<file path="config.mk">
export PLATFORM = sky130hd
export DESIGN_NAME = credit_scaled_relay_pulse_timer_core
export DESIGN_NICKNAME = d
export VERILOG_FILES = /design/src/rtl/core/csrpt_pkg.sv /design/src/rtl/core/csrpt_front.sv /design/src/rtl/core/csrpt_queue.sv /design/src/rtl/core/csrpt_div.sv /design/src/rtl/core/csrpt_back.sv /design/src/rtl/core/credit_scaled_relay_pulse_timer_core.sv
export SDC_FILE = /design/constraint.sdc
export NUM_CORES = 2
export LEC_CHECK = 0
export ABC_AREA = 1
export ABC_CLOCK_PERIOD_IN_PS = 16600
export BUFFER_PORTS_ARGS = -buffer_cell sky130_fd_sc_hd__buf_2
export CAP_MARGIN = 10
export CORE_AREA = 2 2 352 354
export DETAILED_ROUTE_END_ITERATION = 10
export DIE_AREA = 0 0 354 356
export HOLD_SLACK_MARGIN = 0.1
export SYNTH_ARGS = -nofsm -noshare
export SYNTH_HDL_FRONTEND = slang
export SYNTH_SLANG_ARGS = --single-unit
</file>
<file path="constraint.sdc">
create_clock -name clock -period 16.6 [get_ports clock]
set_input_delay 3.32 -clock clock [delete_from_list [all_inputs] [get_ports clock]]
set_output_delay 3.32 -clock clock [all_outputs]
set_load 0.1 [all_outputs]
</file>
<file path="src/rtl/core/csrpt_pkg.sv">
// Shared types and constants for the credit-scaled relay pulse timer.
package csrpt_pkg;

   localparam int NUM_SLOTS    = 4;
   localparam int CHANNELS_DEF = 4;
   localparam int CHAN_W       = 2;
   localparam int REQ_CHAN_W   = 4;
   localparam int BASE_W       = 24;
   localparam int CREDIT_W     = 16;
   localparam int PRICE_W      = 16;
   localparam int PROD_W       = CREDIT_W + BASE_W;
   localparam int DUR_W        = 32;
   localparam int STATUS_W     = 4;
   localparam int RELAY_W      = 4;
   localparam int CSR_IDX_W    = 3;
   localparam int CSR_DATA_W   = 16;
   localparam int QUEUE_DEPTH  = 2;
   localparam int PRICE_RESET  = 1;
   localparam int STATUS_RESET = 0;

   typedef enum logic [CSR_IDX_W-1:0] {
      CSR_PRICE_CH1   = 3'd0,
      CSR_PRICE_CH2   = 3'd1,
      CSR_PRICE_CH3   = 3'd2,
      CSR_PRICE_CH4   = 3'd3,
      CSR_STATUS_MASK = 3'd4
   } csr_reg_type;

   typedef enum logic [1:0] {
      OP_TICK,
      OP_START,
      OP_IGNORE
   } op_type;

   typedef struct packed {
      logic                  req_type;
      logic [REQ_CHAN_W-1:0] channel;
      logic [BASE_W-1:0]     base_ms;
      logic [CREDIT_W-1:0]   credit;
   } req_item_type;

   typedef struct packed {
      logic [RELAY_W-1:0]  relay_bits;
      logic [STATUS_W-1:0] status_bits;
      logic [DUR_W-1:0]    duration_ms;
      logic                credit_clear;
      logic [RELAY_W-1:0]  expired_bits;
   } rsp_item_type;

   // classified job handed from the front end to the timer bank
   typedef struct packed {
      op_type              op;
      logic [CHAN_W-1:0]   chan;
      logic [PROD_W-1:0]   product;
      logic [PRICE_W-1:0]  price;
   } job_type;

endpackage

</file>
<file path="src/rtl/core/csrpt_front.sv">
// Front end: classifies requests, picks the price and forms credit * base.
module csrpt_front #(
   parameter int CHANNELS = csrpt_pkg::CHANNELS_DEF
) (
   input  logic                          req_valid,
   output logic                          req_ready,
   input  csrpt_pkg::req_item_type       req_data,
   input  logic [csrpt_pkg::PRICE_W-1:0] price [csrpt_pkg::NUM_SLOTS],
   input  logic                          q_full,
   output logic                          q_push,
   output csrpt_pkg::job_type            q_job
);

   logic                          chan_ok;
   logic [csrpt_pkg::CHAN_W-1:0]  chan_idx;

   assign req_ready = !q_full;
   assign q_push    = req_valid && !q_full;

   assign chan_ok  = (req_data.channel != '0) && (int'(req_data.channel) <= CHANNELS);
   assign chan_idx = csrpt_pkg::CHAN_W'(req_data.channel - 4'd1);

   always_comb begin
      if (!req_data.req_type) begin
         q_job.op = csrpt_pkg::OP_TICK;
      end else if (chan_ok) begin
         q_job.op = csrpt_pkg::OP_START;
      end else begin
         q_job.op = csrpt_pkg::OP_IGNORE;
      end
      q_job.chan    = chan_idx;
      q_job.product = csrpt_pkg::PROD_W'(req_data.credit) * csrpt_pkg::PROD_W'(req_data.base_ms);
      q_job.price   = price[chan_idx];
   end

endmodule

</file>
<file path="src/rtl/core/csrpt_queue.sv">
// Two-entry job queue between the front end and the timer bank.
module csrpt_queue (
   input  logic               clock,
   input  logic               reset,
   input  logic               push,
   input  csrpt_pkg::job_type push_job,
   input  logic               pop,
   output csrpt_pkg::job_type head_job,
   output logic               full,
   output logic               empty
);

   localparam int PTR_W = $clog2(csrpt_pkg::QUEUE_DEPTH);
   localparam int CNT_W = $clog2(csrpt_pkg::QUEUE_DEPTH + 1);

   csrpt_pkg::job_type entry_ff [csrpt_pkg::QUEUE_DEPTH];
   logic [PTR_W-1:0]   wr_ptr_ff, wr_ptr_in;
   logic [PTR_W-1:0]   rd_ptr_ff, rd_ptr_in;
   logic [CNT_W-1:0]   count_ff, count_in;

   assign full     = (count_ff == CNT_W'(csrpt_pkg::QUEUE_DEPTH));
   assign empty    = (count_ff == '0);
   assign head_job = entry_ff[rd_ptr_ff];

   always_comb begin
      wr_ptr_in = wr_ptr_ff;
      rd_ptr_in = rd_ptr_ff;
      count_in  = count_ff;
      if (push) begin
         wr_ptr_in = (wr_ptr_ff == PTR_W'(csrpt_pkg::QUEUE_DEPTH - 1)) ? '0 : wr_ptr_ff + 1'b1;
      end
      if (pop) begin
         rd_ptr_in = (rd_ptr_ff == PTR_W'(csrpt_pkg::QUEUE_DEPTH - 1)) ? '0 : rd_ptr_ff + 1'b1;
      end
      if (push && !pop) begin
         count_in = count_ff + 1'b1;
      end else if (pop && !push) begin
         count_in = count_ff - 1'b1;
      end
   end

   always_ff @(posedge clock) begin
      if (reset) begin
         wr_ptr_ff <= '0;
         rd_ptr_ff <= '0;
         count_ff  <= '0;
      end else begin
         wr_ptr_ff <= wr_ptr_in;
         rd_ptr_ff <= rd_ptr_in;
         count_ff  <= count_in;
      end
   end

   always_ff @(posedge clock) begin
      if (push) begin
         entry_ff[wr_ptr_ff] <= push_job;
      end
   end

endmodule

</file>
<file path="src/rtl/core/csrpt_div.sv">
// Restoring divider, one quotient bit per cycle.
module csrpt_div (
   input  logic                          clock,
   input  logic                          reset,
   input  logic                          start,
   input  logic [csrpt_pkg::PROD_W-1:0]  dividend,
   input  logic [csrpt_pkg::PRICE_W-1:0] divisor,
   output logic                          done,
   output logic [csrpt_pkg::PROD_W-1:0]  quotient
);

   localparam int CNT_W = $clog2(csrpt_pkg::PROD_W + 1);

   logic                           busy_ff, busy_in;
   logic                           done_ff, done_in;
   logic [CNT_W-1:0]               cnt_ff, cnt_in;
   logic [csrpt_pkg::PRICE_W-1:0]  div_ff, div_in;
   logic [csrpt_pkg::PRICE_W-1:0]  rem_ff, rem_in;
   logic [csrpt_pkg::PROD_W-1:0]   quot_ff, quot_in;
   logic [csrpt_pkg::PRICE_W:0]    rem_sh;

   assign done     = done_ff;
   assign quotient = quot_ff;

   // partial remainder shifted left with the next dividend bit
   assign rem_sh = {rem_ff, quot_ff[csrpt_pkg::PROD_W-1]};

   always_comb begin
      busy_in = busy_ff;
      done_in = 1'b0;
      cnt_in  = cnt_ff;
      div_in  = div_ff;
      rem_in  = rem_ff;
      quot_in = quot_ff;
      if (start) begin
         busy_in = 1'b1;
         cnt_in  = CNT_W'(csrpt_pkg::PROD_W);
         div_in  = divisor;
         rem_in  = '0;
         quot_in = dividend;
      end else if (busy_ff) begin
         if (rem_sh >= {1'b0, div_ff}) begin
            rem_in  = csrpt_pkg::PRICE_W'(rem_sh - {1'b0, div_ff});
            quot_in = {quot_ff[csrpt_pkg::PROD_W-2:0], 1'b1};
         end else begin
            rem_in  = rem_sh[csrpt_pkg::PRICE_W-1:0];
            quot_in = {quot_ff[csrpt_pkg::PROD_W-2:0], 1'b0};
         end
         cnt_in = cnt_ff - 1'b1;
         if (cnt_ff == CNT_W'(1)) begin
            busy_in = 1'b0;
            done_in = 1'b1;
         end
      end
   end

   always_ff @(posedge clock) begin
      if (reset) begin
         busy_ff <= 1'b0;
         done_ff <= 1'b0;
         cnt_ff  <= '0;
      end else begin
         busy_ff <= busy_in;
         done_ff <= done_in;
         cnt_ff  <= cnt_in;
      end
   end

   always_ff @(posedge clock) begin
      div_ff  <= div_in;
      rem_ff  <= rem_in;
      quot_ff <= quot_in;
   end

endmodule

</file>
<file path="src/rtl/core/csrpt_back.sv">
// Back end: timer bank, millisecond count and result register.
module csrpt_back #(
   parameter int CHANNELS = csrpt_pkg::CHANNELS_DEF
) (
   input  logic                           clock,
   input  logic                           reset,
   input  logic                           q_empty,
   input  csrpt_pkg::job_type             q_job,
   output logic                           q_pop,
   input  logic [csrpt_pkg::STATUS_W-1:0] status_mask,
   output logic                           div_start,
   input  logic                           div_done,
   input  logic [csrpt_pkg::PROD_W-1:0]   div_quot,
   output logic                           rsp_valid,
   input  logic                           rsp_ready,
   output csrpt_pkg::rsp_item_type        rsp_data
);

   typedef enum logic [1:0] {
      ST_IDLE,
      ST_DIV,
      ST_COMMIT
   } state_type;

   state_type                        state_ff, state_in;
   logic [csrpt_pkg::DUR_W-1:0]      now_ff, now_in;
   logic [csrpt_pkg::DUR_W-1:0]      start_ff [CHANNELS];
   logic [csrpt_pkg::DUR_W-1:0]      start_in [CHANNELS];
   logic [csrpt_pkg::DUR_W-1:0]      target_ff [CHANNELS];
   logic [csrpt_pkg::DUR_W-1:0]      target_in [CHANNELS];
   logic [CHANNELS-1:0]              active_ff, active_in;
   logic [csrpt_pkg::CHAN_W-1:0]     chan_ff, chan_in;
   logic [csrpt_pkg::DUR_W-1:0]      dur_ff, dur_in;
   logic                             rsp_valid_ff, rsp_valid_in;
   csrpt_pkg::rsp_item_type          rsp_data_ff, rsp_data_in;
   logic                             out_free;
   logic [csrpt_pkg::RELAY_W-1:0]    relay_vec;
   logic [csrpt_pkg::RELAY_W-1:0]    expired_vec;

   assign rsp_valid = rsp_valid_ff;
   assign rsp_data  = rsp_data_ff;
   assign out_free  = !rsp_valid_ff || rsp_ready;

   always_comb begin
      state_in     = state_ff;
      now_in       = now_ff;
      start_in     = start_ff;
      target_in    = target_ff;
      active_in    = active_ff;
      chan_in      = chan_ff;
      dur_in       = dur_ff;
      rsp_valid_in = rsp_valid_ff && !rsp_ready;
      rsp_data_in  = rsp_data_ff;
      q_pop        = 1'b0;
      div_start    = 1'b0;
      expired_vec  = '0;
      relay_vec    = '0;

      unique case (state_ff)
         ST_IDLE: begin
            if (!q_empty && out_free) begin
               q_pop = 1'b1;
               unique case (q_job.op)
                  csrpt_pkg::OP_TICK: begin
                     now_in = now_ff + 1'b1;
                     for (int i = 0; i < CHANNELS; i++) begin
                        if (active_ff[i] && ((now_in - start_ff[i]) >= target_ff[i])) begin
                           active_in[i]   = 1'b0;
                           expired_vec[i] = 1'b1;
                        end
                     end
                     for (int i = 0; i < CHANNELS; i++) begin
                        relay_vec[i] = active_in[i];
                     end
                     rsp_valid_in             = 1'b1;
                     rsp_data_in.relay_bits   = relay_vec;
                     rsp_data_in.status_bits  = status_mask;
                     rsp_data_in.duration_ms  = '0;
                     rsp_data_in.credit_clear = 1'b0;
                     rsp_data_in.expired_bits = expired_vec;
                  end
                  csrpt_pkg::OP_START: begin
                     chan_in = q_job.chan;
                     if (q_job.price == '0) begin
                        dur_in   = '1;
                        state_in = ST_COMMIT;
                     end else begin
                        div_start = 1'b1;
                        state_in  = ST_DIV;
                     end
                  end
                  default: begin
                     for (int i = 0; i < CHANNELS; i++) begin
                        relay_vec[i] = active_ff[i];
                     end
                     rsp_valid_in             = 1'b1;
                     rsp_data_in.relay_bits   = relay_vec;
                     rsp_data_in.status_bits  = status_mask;
                     rsp_data_in.duration_ms  = '0;
                     rsp_data_in.credit_clear = 1'b0;
                     rsp_data_in.expired_bits = '0;
                  end
               endcase
            end
         end
         ST_DIV: begin
            if (div_done) begin
               // quotient beyond 32 bits saturates
               if (div_quot[csrpt_pkg::PROD_W-1:csrpt_pkg::DUR_W] != '0) begin
                  dur_in = '1;
               end else begin
                  dur_in = div_quot[csrpt_pkg::DUR_W-1:0];
               end
               state_in = ST_COMMIT;
            end
         end
         ST_COMMIT: begin
            if (out_free) begin
               for (int i = 0; i < CHANNELS; i++) begin
                  if (chan_ff == csrpt_pkg::CHAN_W'(i)) begin
                     active_in[i] = 1'b1;
                     start_in[i]  = now_ff;
                     target_in[i] = dur_ff;
                  end
               end
               for (int i = 0; i < CHANNELS; i++) begin
                  relay_vec[i] = active_in[i];
               end
               rsp_valid_in             = 1'b1;
               rsp_data_in.relay_bits   = relay_vec;
               rsp_data_in.status_bits  = status_mask;
               rsp_data_in.duration_ms  = dur_ff;
               rsp_data_in.credit_clear = 1'b1;
               rsp_data_in.expired_bits = '0;
               state_in                 = ST_IDLE;
            end
         end
         default: begin
            state_in = ST_IDLE;
         end
      endcase
   end

   always_ff @(posedge clock) begin
      if (reset) begin
         state_ff     <= ST_IDLE;
         now_ff       <= '0;
         for (int i = 0; i < CHANNELS; i++) begin
            start_ff[i]  <= '0;
            target_ff[i] <= '0;
         end
         active_ff    <= '0;
         chan_ff      <= '0;
         dur_ff       <= '0;
         rsp_valid_ff <= 1'b0;
         rsp_data_ff  <= '0;
      end else begin
         state_ff     <= state_in;
         now_ff       <= now_in;
         start_ff     <= start_in;
         target_ff    <= target_in;
         active_ff    <= active_in;
         chan_ff      <= chan_in;
         dur_ff       <= dur_in;
         rsp_valid_ff <= rsp_valid_in;
         rsp_data_ff  <= rsp_data_in;
      end
   end

endmodule

</file>
<file path="src/rtl/core/credit_scaled_relay_pulse_timer_core.sv">
// Path: a tick or ignored start passes through the job queue and the result register; a
// start also runs the 40-step serial divider unless its price is zero, then commits.
// Throughput: one tick per cycle while results are taken and no start holds the timer bank.
// A two-entry job queue lets requests be taken while the timer bank is busy.
// Reset (synchronous): count, timers and relays cleared, prices to 1, status mask to 0,
// queue emptied; no clearing pass, ready as soon as reset drops.
module credit_scaled_relay_pulse_timer_core #(
   parameter int CHANNELS = csrpt_pkg::CHANNELS_DEF
) (
   input  logic                            clock,
   input  logic                            reset,
   input  logic                            req_valid,
   output logic                            req_ready,
   input  csrpt_pkg::req_item_type         req_data,
   output logic                            rsp_valid,
   input  logic                            rsp_ready,
   output csrpt_pkg::rsp_item_type         rsp_data,
   input  logic                            csr_valid,
   output logic                            csr_ready,
   input  logic [csrpt_pkg::CSR_IDX_W-1:0] csr_index,
   input  logic [csrpt_pkg::CSR_DATA_W-1:0] csr_wdata
);

   logic [csrpt_pkg::PRICE_W-1:0]  price_ff [csrpt_pkg::NUM_SLOTS];
   logic [csrpt_pkg::STATUS_W-1:0] status_ff;
   logic                           q_full;
   logic                           q_empty;
   logic                           q_push;
   logic                           q_pop;
   csrpt_pkg::job_type             push_job;
   csrpt_pkg::job_type             head_job;
   logic                           div_start;
   logic                           div_done;
   logic [csrpt_pkg::PROD_W-1:0]   div_quot;

   assign csr_ready = 1'b1;

   always_ff @(posedge clock) begin
      if (reset) begin
         for (int i = 0; i < csrpt_pkg::NUM_SLOTS; i++) begin
            price_ff[i] <= csrpt_pkg::PRICE_W'(csrpt_pkg::PRICE_RESET);
         end
         status_ff <= csrpt_pkg::STATUS_W'(csrpt_pkg::STATUS_RESET);
      end else if (csr_valid) begin
         unique case (csr_index)
            csrpt_pkg::CSR_PRICE_CH1:   price_ff[0] <= csr_wdata[csrpt_pkg::PRICE_W-1:0];
            csrpt_pkg::CSR_PRICE_CH2:   price_ff[1] <= csr_wdata[csrpt_pkg::PRICE_W-1:0];
            csrpt_pkg::CSR_PRICE_CH3:   price_ff[2] <= csr_wdata[csrpt_pkg::PRICE_W-1:0];
            csrpt_pkg::CSR_PRICE_CH4:   price_ff[3] <= csr_wdata[csrpt_pkg::PRICE_W-1:0];
            csrpt_pkg::CSR_STATUS_MASK: status_ff   <= csr_wdata[csrpt_pkg::STATUS_W-1:0];
            default: ;
         endcase
      end
   end

   csrpt_front #(
      .CHANNELS (CHANNELS)
   ) u_front (
      .req_valid (req_valid),
      .req_ready (req_ready),
      .req_data  (req_data),
      .price     (price_ff),
      .q_full    (q_full),
      .q_push    (q_push),
      .q_job     (push_job)
   );

   csrpt_queue u_queue (
      .clock    (clock),
      .reset    (reset),
      .push     (q_push),
      .push_job (push_job),
      .pop      (q_pop),
      .head_job (head_job),
      .full     (q_full),
      .empty    (q_empty)
   );

   csrpt_div u_div (
      .clock    (clock),
      .reset    (reset),
      .start    (div_start),
      .dividend (head_job.product),
      .divisor  (head_job.price),
      .done     (div_done),
      .quotient (div_quot)
   );

   csrpt_back #(
      .CHANNELS (CHANNELS)
   ) u_back (
      .clock       (clock),
      .reset       (reset),
      .q_empty     (q_empty),
      .q_job       (head_job),
      .q_pop       (q_pop),
      .status_mask (status_ff),
      .div_start   (div_start),
      .div_done    (div_done),
      .div_quot    (div_quot),
      .rsp_valid   (rsp_valid),
      .rsp_ready   (rsp_ready),
      .rsp_data    (rsp_data)
   );

   // a channel reported expired is off in the same result
   a_expired_off: assert property (@(posedge clock) disable iff (reset)
      rsp_valid |-> ((rsp_data.relay_bits & rsp_data.expired_bits) == '0))
      else $error("expired channel still shown active");

   // starts never report expirations
   a_start_no_expire: assert property (@(posedge clock) disable iff (reset)
      (rsp_valid && rsp_data.credit_clear) |-> (rsp_data.expired_bits == '0))
      else $error("start result carries expired bits");

   // a nonzero duration only comes with a consumed credit
   a_dur_with_clear: assert property (@(posedge clock) disable iff (reset)
      (rsp_valid && !rsp_data.credit_clear) |-> (rsp_data.duration_ms == '0))
      else $error("duration reported without credit clear");

   // the divider is only launched when a start job is popped
   a_div_on_start: assert property (@(posedge clock) disable iff (reset)
      div_start |-> (q_pop && (head_job.op == csrpt_pkg::OP_START)))
      else $error("divider launched without a start job");

endmodule
</file>
==> After elaboration in Yosys (flattened, before gate mapping) <==
Memories as Yosys holds them, arrays and structs flattened. A register that Yosys moved wholly into a read port is not among the register bits.
Cells that the tools add are included.
{ "totals": {"ff_bits": 526, "ramBits": 120, "out_inout_bits": 48, "word_cells": 187, "n_memories": 1} }
{ "op_classes": {"addsub": 12, "multipliers": 1, "magnitude_cmp": 7, "n_eq_ne": 19, "mux": 65, "bitwise": 2, "n_reduce_logical": 46} }
{ "memory_table": {"columns": ["memory", "depth", "word_bits", "read_ports", "rd_ports_with_merged_regs", "wr", "line", "source"], "rows": [
  ["u_queue.entry_ff", 2, 60, 1, 1, 1, "csrpt_queue.sv:16", "csrpt_pkg::job_type entry_ff [csrpt_pkg::QUEUE_DEPTH];"]
]} }
{ "ops": {"columns": ["cell", "count"], "rows": [
  ["45-bit case mux with 2 select lines", 2],
  ["32-bit two-way mux", 5],
  ["32-bit >= comparator", 4],
  ["32-bit subtractor", 4],
  ["45-bit two-way mux", 2],
  ["40-bit two-way mux", 2],
  ["32-bit case mux with 2 select lines", 1],
  ["16-bit two-way mux", 3],
  ["16-bit by 24-bit multiplier with 40-bit output", 1],
  ["32-bit by 1-bit adder with 32-bit output, second input constant", 1],
  ["16-bit binary-select mux with 2-bit select", 1],
  ["1-bit two-way mux", 32],
  ["2-bit two-way mux", 9],
  ["3-bit AND reduction", 6],
  ["17-bit by 16-bit >= comparator with 1-bit output", 1],
  ["16-bit logical NOT", 1],
  ["16-bit subtractor", 1],
  ["4-bit two-way mux", 3],
  ["6-bit two-way mux", 2],
  ["4-bit AND reduction", 3],
  ["1-bit logical AND", 10],
  ["2-bit AND reduction", 5],
  ["2-bit equality test, second input constant", 4],
  ["2-bit logical NOT", 4],
  ["other kinds (27)", 45]
]} }

==> Longest topological paths before layout <==
{ "depth": {"depth_word": 8, "mapped_depth": 32} }

==> By module <==
Synthesis repeated with hierarchy kept, for this count alone.
{ "unflattened": {"hier_cells": 6684, "hier_area_um2": 50748.7} }
{ "modules_own_cells": {"columns": ["mod", "n_inst", "cells_each", "area_per_inst_um2", "seq_area_each_um2"], "rows": [
  ["csrpt_back", 1, 3538, 24687.4, 7487.2],
  ["csrpt_front", 1, 1972, 13825.8, 0.0],
  ["csrpt_queue", 1, 220, 4862.2, 3703.6],
  ["csrpt_div", 1, 555, 4540.6, 2162.1],
  ["credit_scaled_relay_pulse_timer_core", 1, 399, 2832.7, 1361.3]
]} }

==> Worst setup path before layout <==
OpenSTA, ideal clock, no wires.
{ "synth_timing": {"path_kind": "input -> register", "startpoint": "input port req_data[30] (netlist name)", "endpoint": "memory u_queue.entry_ff[0][44] (netlist name) (data pin)", "setup_time_ns": 0.261, "t_arrival_ns": 8.299, "path_slack_ns": 8.040, "stages": 23, "cell_sequence": "clkbuf_1 > clkbuf_1 > nand2_1 > fa_1 > inv_1 > fa_1 > inv_1 > fa_1 > inv_1 > fa_1 > fa_1 > inv_1 > fa_1 > inv_1 > ha_1 > a21oi_1 > o21ai_0 > a21oi_1 > nand2_1 > a21oi_1 > o21ai_0 > nand2_1 > nand2_1"} }
{ "synth_lines": {"columns": ["element", "line", "source"], "rows": [
  ["from (decl)", "credit_scaled_relay_pulse_timer_core.sv:14", "input csrpt_pkg::req_item_type req_data,"],
  ["to (decl)", "csrpt_queue.sv:16", null]
]} }

==> impl_metrics.json <==
{
  "rows": 129,
  "grt_pass1_vias": 40258,
  "grt_max_degree": 119,
  "rsz0062_at_grt": "no",
  "cts_root_buf": "clkbuf_16",
  "slew_viol_final": 0,
  "synth_top_cell_by_area": "dfxtp_1",
  "synth-simple-area-share": 0.169,
  "fp.dieArea_mm2": 0.126,
  "crit_type": "in -> reg",
  "gr-total-overflow": 0,
  "synth_cell_types": 53,
  "synth_top_family_by_area": "adder cells",
  "synth_xor_area_frac": 0.0297,
  "routedWlPerCell_um": 17.8,
  "slew-limit-headroom": 0.304,
  "hold_viol": 0,
  "hold_path_class": "reg -> reg",
  "regArea_mm2": 0.0147,
  "ys_ff_latch": 647,
  "synth.area.mux_share": 0.00946,
  "max_freq_ghz": 0.120,
  "cp_slowest_stage_delay_ns": 0.58,
  "slowest_stage": "fa_1",
  "cts_setup_buffers": 0,
  "num-nets-final": 7117,
  "synth_fa_ha_area_frac": 0.227,
  "ios": 117,
  "route.detailed.drc": 0,
  "clkTransAtPathRegs_ns": 0.06,
  "clkLatencyLatePin_ns": 0.64,
  "cp_max_fo": 24,
  "fin_crit_sh": 0.502,
  "layout-drive-gt1-share": 0.0537,
  "layout_min_cycle_time_ns": 8.33,
  "clock-sinks": 647,
  "layout_setup_ws_ns": 8.27,
  "avgSynthCellArea_um2": 7.61,
  "endpoint_kind": "register",
  "setup_viol": 0,
  "multi_input_area_mm2": 0.0285,
  "synth_flop_cell": "dfxtp_1",
  "drt_iter0_drc": 2821,
  "cts_tree": "built",
  "cts.path.max_buffers": 3,
  "crit_chain": "buf_2, nand2_1, fa_1, fa_1, fa_1, inv_1, fa_1, fa_1, inv_1, fa_1, inv_1, ha_1, a21oi_1, o21ai_0, inv_1, nand2_1, a21oi_1, nand2_1, nand3_1, nand2_1, nand2_1, nand2_1",
  "synthCells": 6398,
  "cp_num_buf_inv": 5,
  "finClkSkew_ns": 0.0367,
  "grt_antenna_before_repair": 15,
  "tightest_slew_ns": 1.04,
  "arrival_ns": 8.70,
  "yosys_warnings": 0,
  "status": "finished, final reports clean",
  "hpwl_um": 109000,
  "start_kind": "input port",
  "first_pass_iters": 5,
  "wl_um": 143000,
  "core-area_mm2": 0.123,
  "synth_fp_nets": 7163,
  "port_buffers": 115,
  "fillers": 12650,
  "fin_tns_setup_ns": 0,
  "grt_pass1_wl_um": 224000,
  "synth-compound-area-share": 0.150,
  "async_flop_share": 0,
  "synth_top_area_share": 0.194,
  "vias": 40827,
  "drv_cap": 0,
  "start_util": 0.397,
  "detail_route.vias_per_cell": 5.08,
  "ctsResizeCount": 0,
  "grtUsageTotal": 0.225,
  "gp_congestion": 0.969,
  "cts_buffers": 69,
  "dp_slack_ns": 7.62,
  "die_y_um": 356,
  "area_delta_synth_final_pct": 8.43,
  "die_w_um": 354,
  "ys_seq_area_frac": 0.302,
  "insertedDiodeCount": 0,
  "ctsHoldBuffers": 0,
  "synth_edf_count": 176,
  "synth_area_mm2": 0.0487,
  "critPathTopFamily": "adder cells",
  "h-tree-depth": 3,
  "worst-endpoint-required_ns": 16.97,
  "drtAntennaViolNets": 0,
  "yosys-top-cells-area": "dfxtp_1 (19%), fa_1 (13%), edfxtp_1 (11%)"
}
==> stage by stage <==
stage               instance area (µm²)  hold slack, ns  utilization  instances
global placement                  50500           0.436        0.411       7918
finish                            52800           0.455        0.430       8044
floorplan                         48700           0.424            -       6398
CTS                               52800           0.456        0.430       8044
global route                      52800           0.470        0.430       8044
detailed placement                50500           0.442        0.411       7918
==> layout by cell type, fill, tap and decap left out, types with 10 or more instances in the layout <==
cell | synthesis | layout
nand2_1 | 1252 | 1250
inv_1 | 1162 | 1162
a21oi_1 | 655 | 655
o21ai_0 | 563 | 563
nor2_1 | 489 | 487
dfxtp_1 | 471 | 470
ha_1 | 385 | 385
fa_1 | 311 | 311
edfxtp_1 | 176 | 176
nand3_1 | 146 | 144
buf_2 | 21 | 115
xor2_1 | 112 | 112
clkbuf_16 | 0 | 70
xnor2_1 | 53 | 53
mux2_2 | 40 | 40
nor3_1 | 40 | 40
nand4_1 | 39 | 39
a21o_1 | 29 | 29
o21bai_1 | 26 | 26
buf_4 | 10 | 26
o21ai_1 | 20 | 20
nand3b_1 | 20 | 20
nand2_2 | 16 | 16
o21a_1 | 16 | 16
o22ai_1 | 16 | 16
nor4_1 | 15 | 15
clkbuf_1 | 214 | 15
a21boi_0 | 14 | 14
a31oi_1 | 10 | 10
a21oi_2 | 10 | 10
==> routing by layer <==
layer	vias to the layer above	wire length (µm)	track usage
li1	20249	-	-
met1	19314	63300	0.291
met2	998	68200	0.389
met3	264	6750	0.0237
met4	2	4920	0.0795
met5	-	13	0
==> worst paths after layout <==
path	from	end	slack [ns]	cells after the start
setup / recovery	req_data[2]	u_queue.entry_ff[0][54]	8.27	22
hold reg to reg	u_back.target_ff[64]	u_back.target_ff[64]	0.46	2
hold / removal	u_back.target_ff[64]	u_back.target_ff[64]	0.46	2
setup reg to reg	u_back.now_ff[0]	u_back.active_ff[0]	10.24	26
==> synth_stat cells (40+ instances only) <==
master and n:
nor3_1 40, o21ai_0 563, nand2_1 1252, xor2_1 112, a21oi_1 655, clkbuf_1 214, inv_1 1162, nor2_1 489
mux2_2 40, xnor2_1 53, dfxtp_1 471, nand3_1 146, edfxtp_1 176, fa_1 311, ha_1 385
==> sequential cells by signal, summed over array words and instances (netlist names), 32 cells and up, named ones only <==
register,cells
u_back.now_ff,32
u_div.quotient,40
u_back.start_ff,128
u_queue.entry_ff,120
u_back.target_ff,128
u_back.dur_ff,32
price_ff,64
u_back.rsp_data,45
==> cell families after synthesis <==
group                    count (synthesis)
buffers and inverters                 1427
XOR/XNOR                               165
adder cells (fa/ha/maj)                696
multiplexers                            41
flip-flops                             647
other                                    1
AO/OA/AOI/OAI                         1383
AND/OR/NAND/NOR                       2038
==> layout make-up <==
class                   instances  area share
multi-input cells            4324       0.541
flip-flops and latches        647       0.279
inverters                    1169      0.0833
well taps                    1637      0.0388
clock buffers                  90      0.0356
repair buffers                141      0.0146
clock inverters                36     0.00794
==> worst reg2reg max path, stage by stage, from the launching register on <==
cell and delay, ns:
dfxtp_1 0.65, ha_1 0.28, nand3_1 0.24, inv_1 0.15, nand2_1 0.15, nor4_2 0.57
xor2_1 0.66, ha_1 0.42, a21oi_1 0.18, o21ai_0 0.17, a21oi_1 0.15, o21ai_0 0.10
buf_4 0.18, nand3_1 0.06, nand3_1 0.21, nand2_1 0.14, nand2_1 0.14, ha_1 0.33
nand2_1 0.07, nor2_1 0.14, nand4_1 0.17, nor2_1 0.36, nand4_1 0.13, nand3_1 0.34
nand2_1 0.10, nand2_1 0.07, a21oi_1 0.05
Power is left out: the tool's default activity adds up to more than one toggle a clock period on the data nets, which glitch-free logic cannot reach.
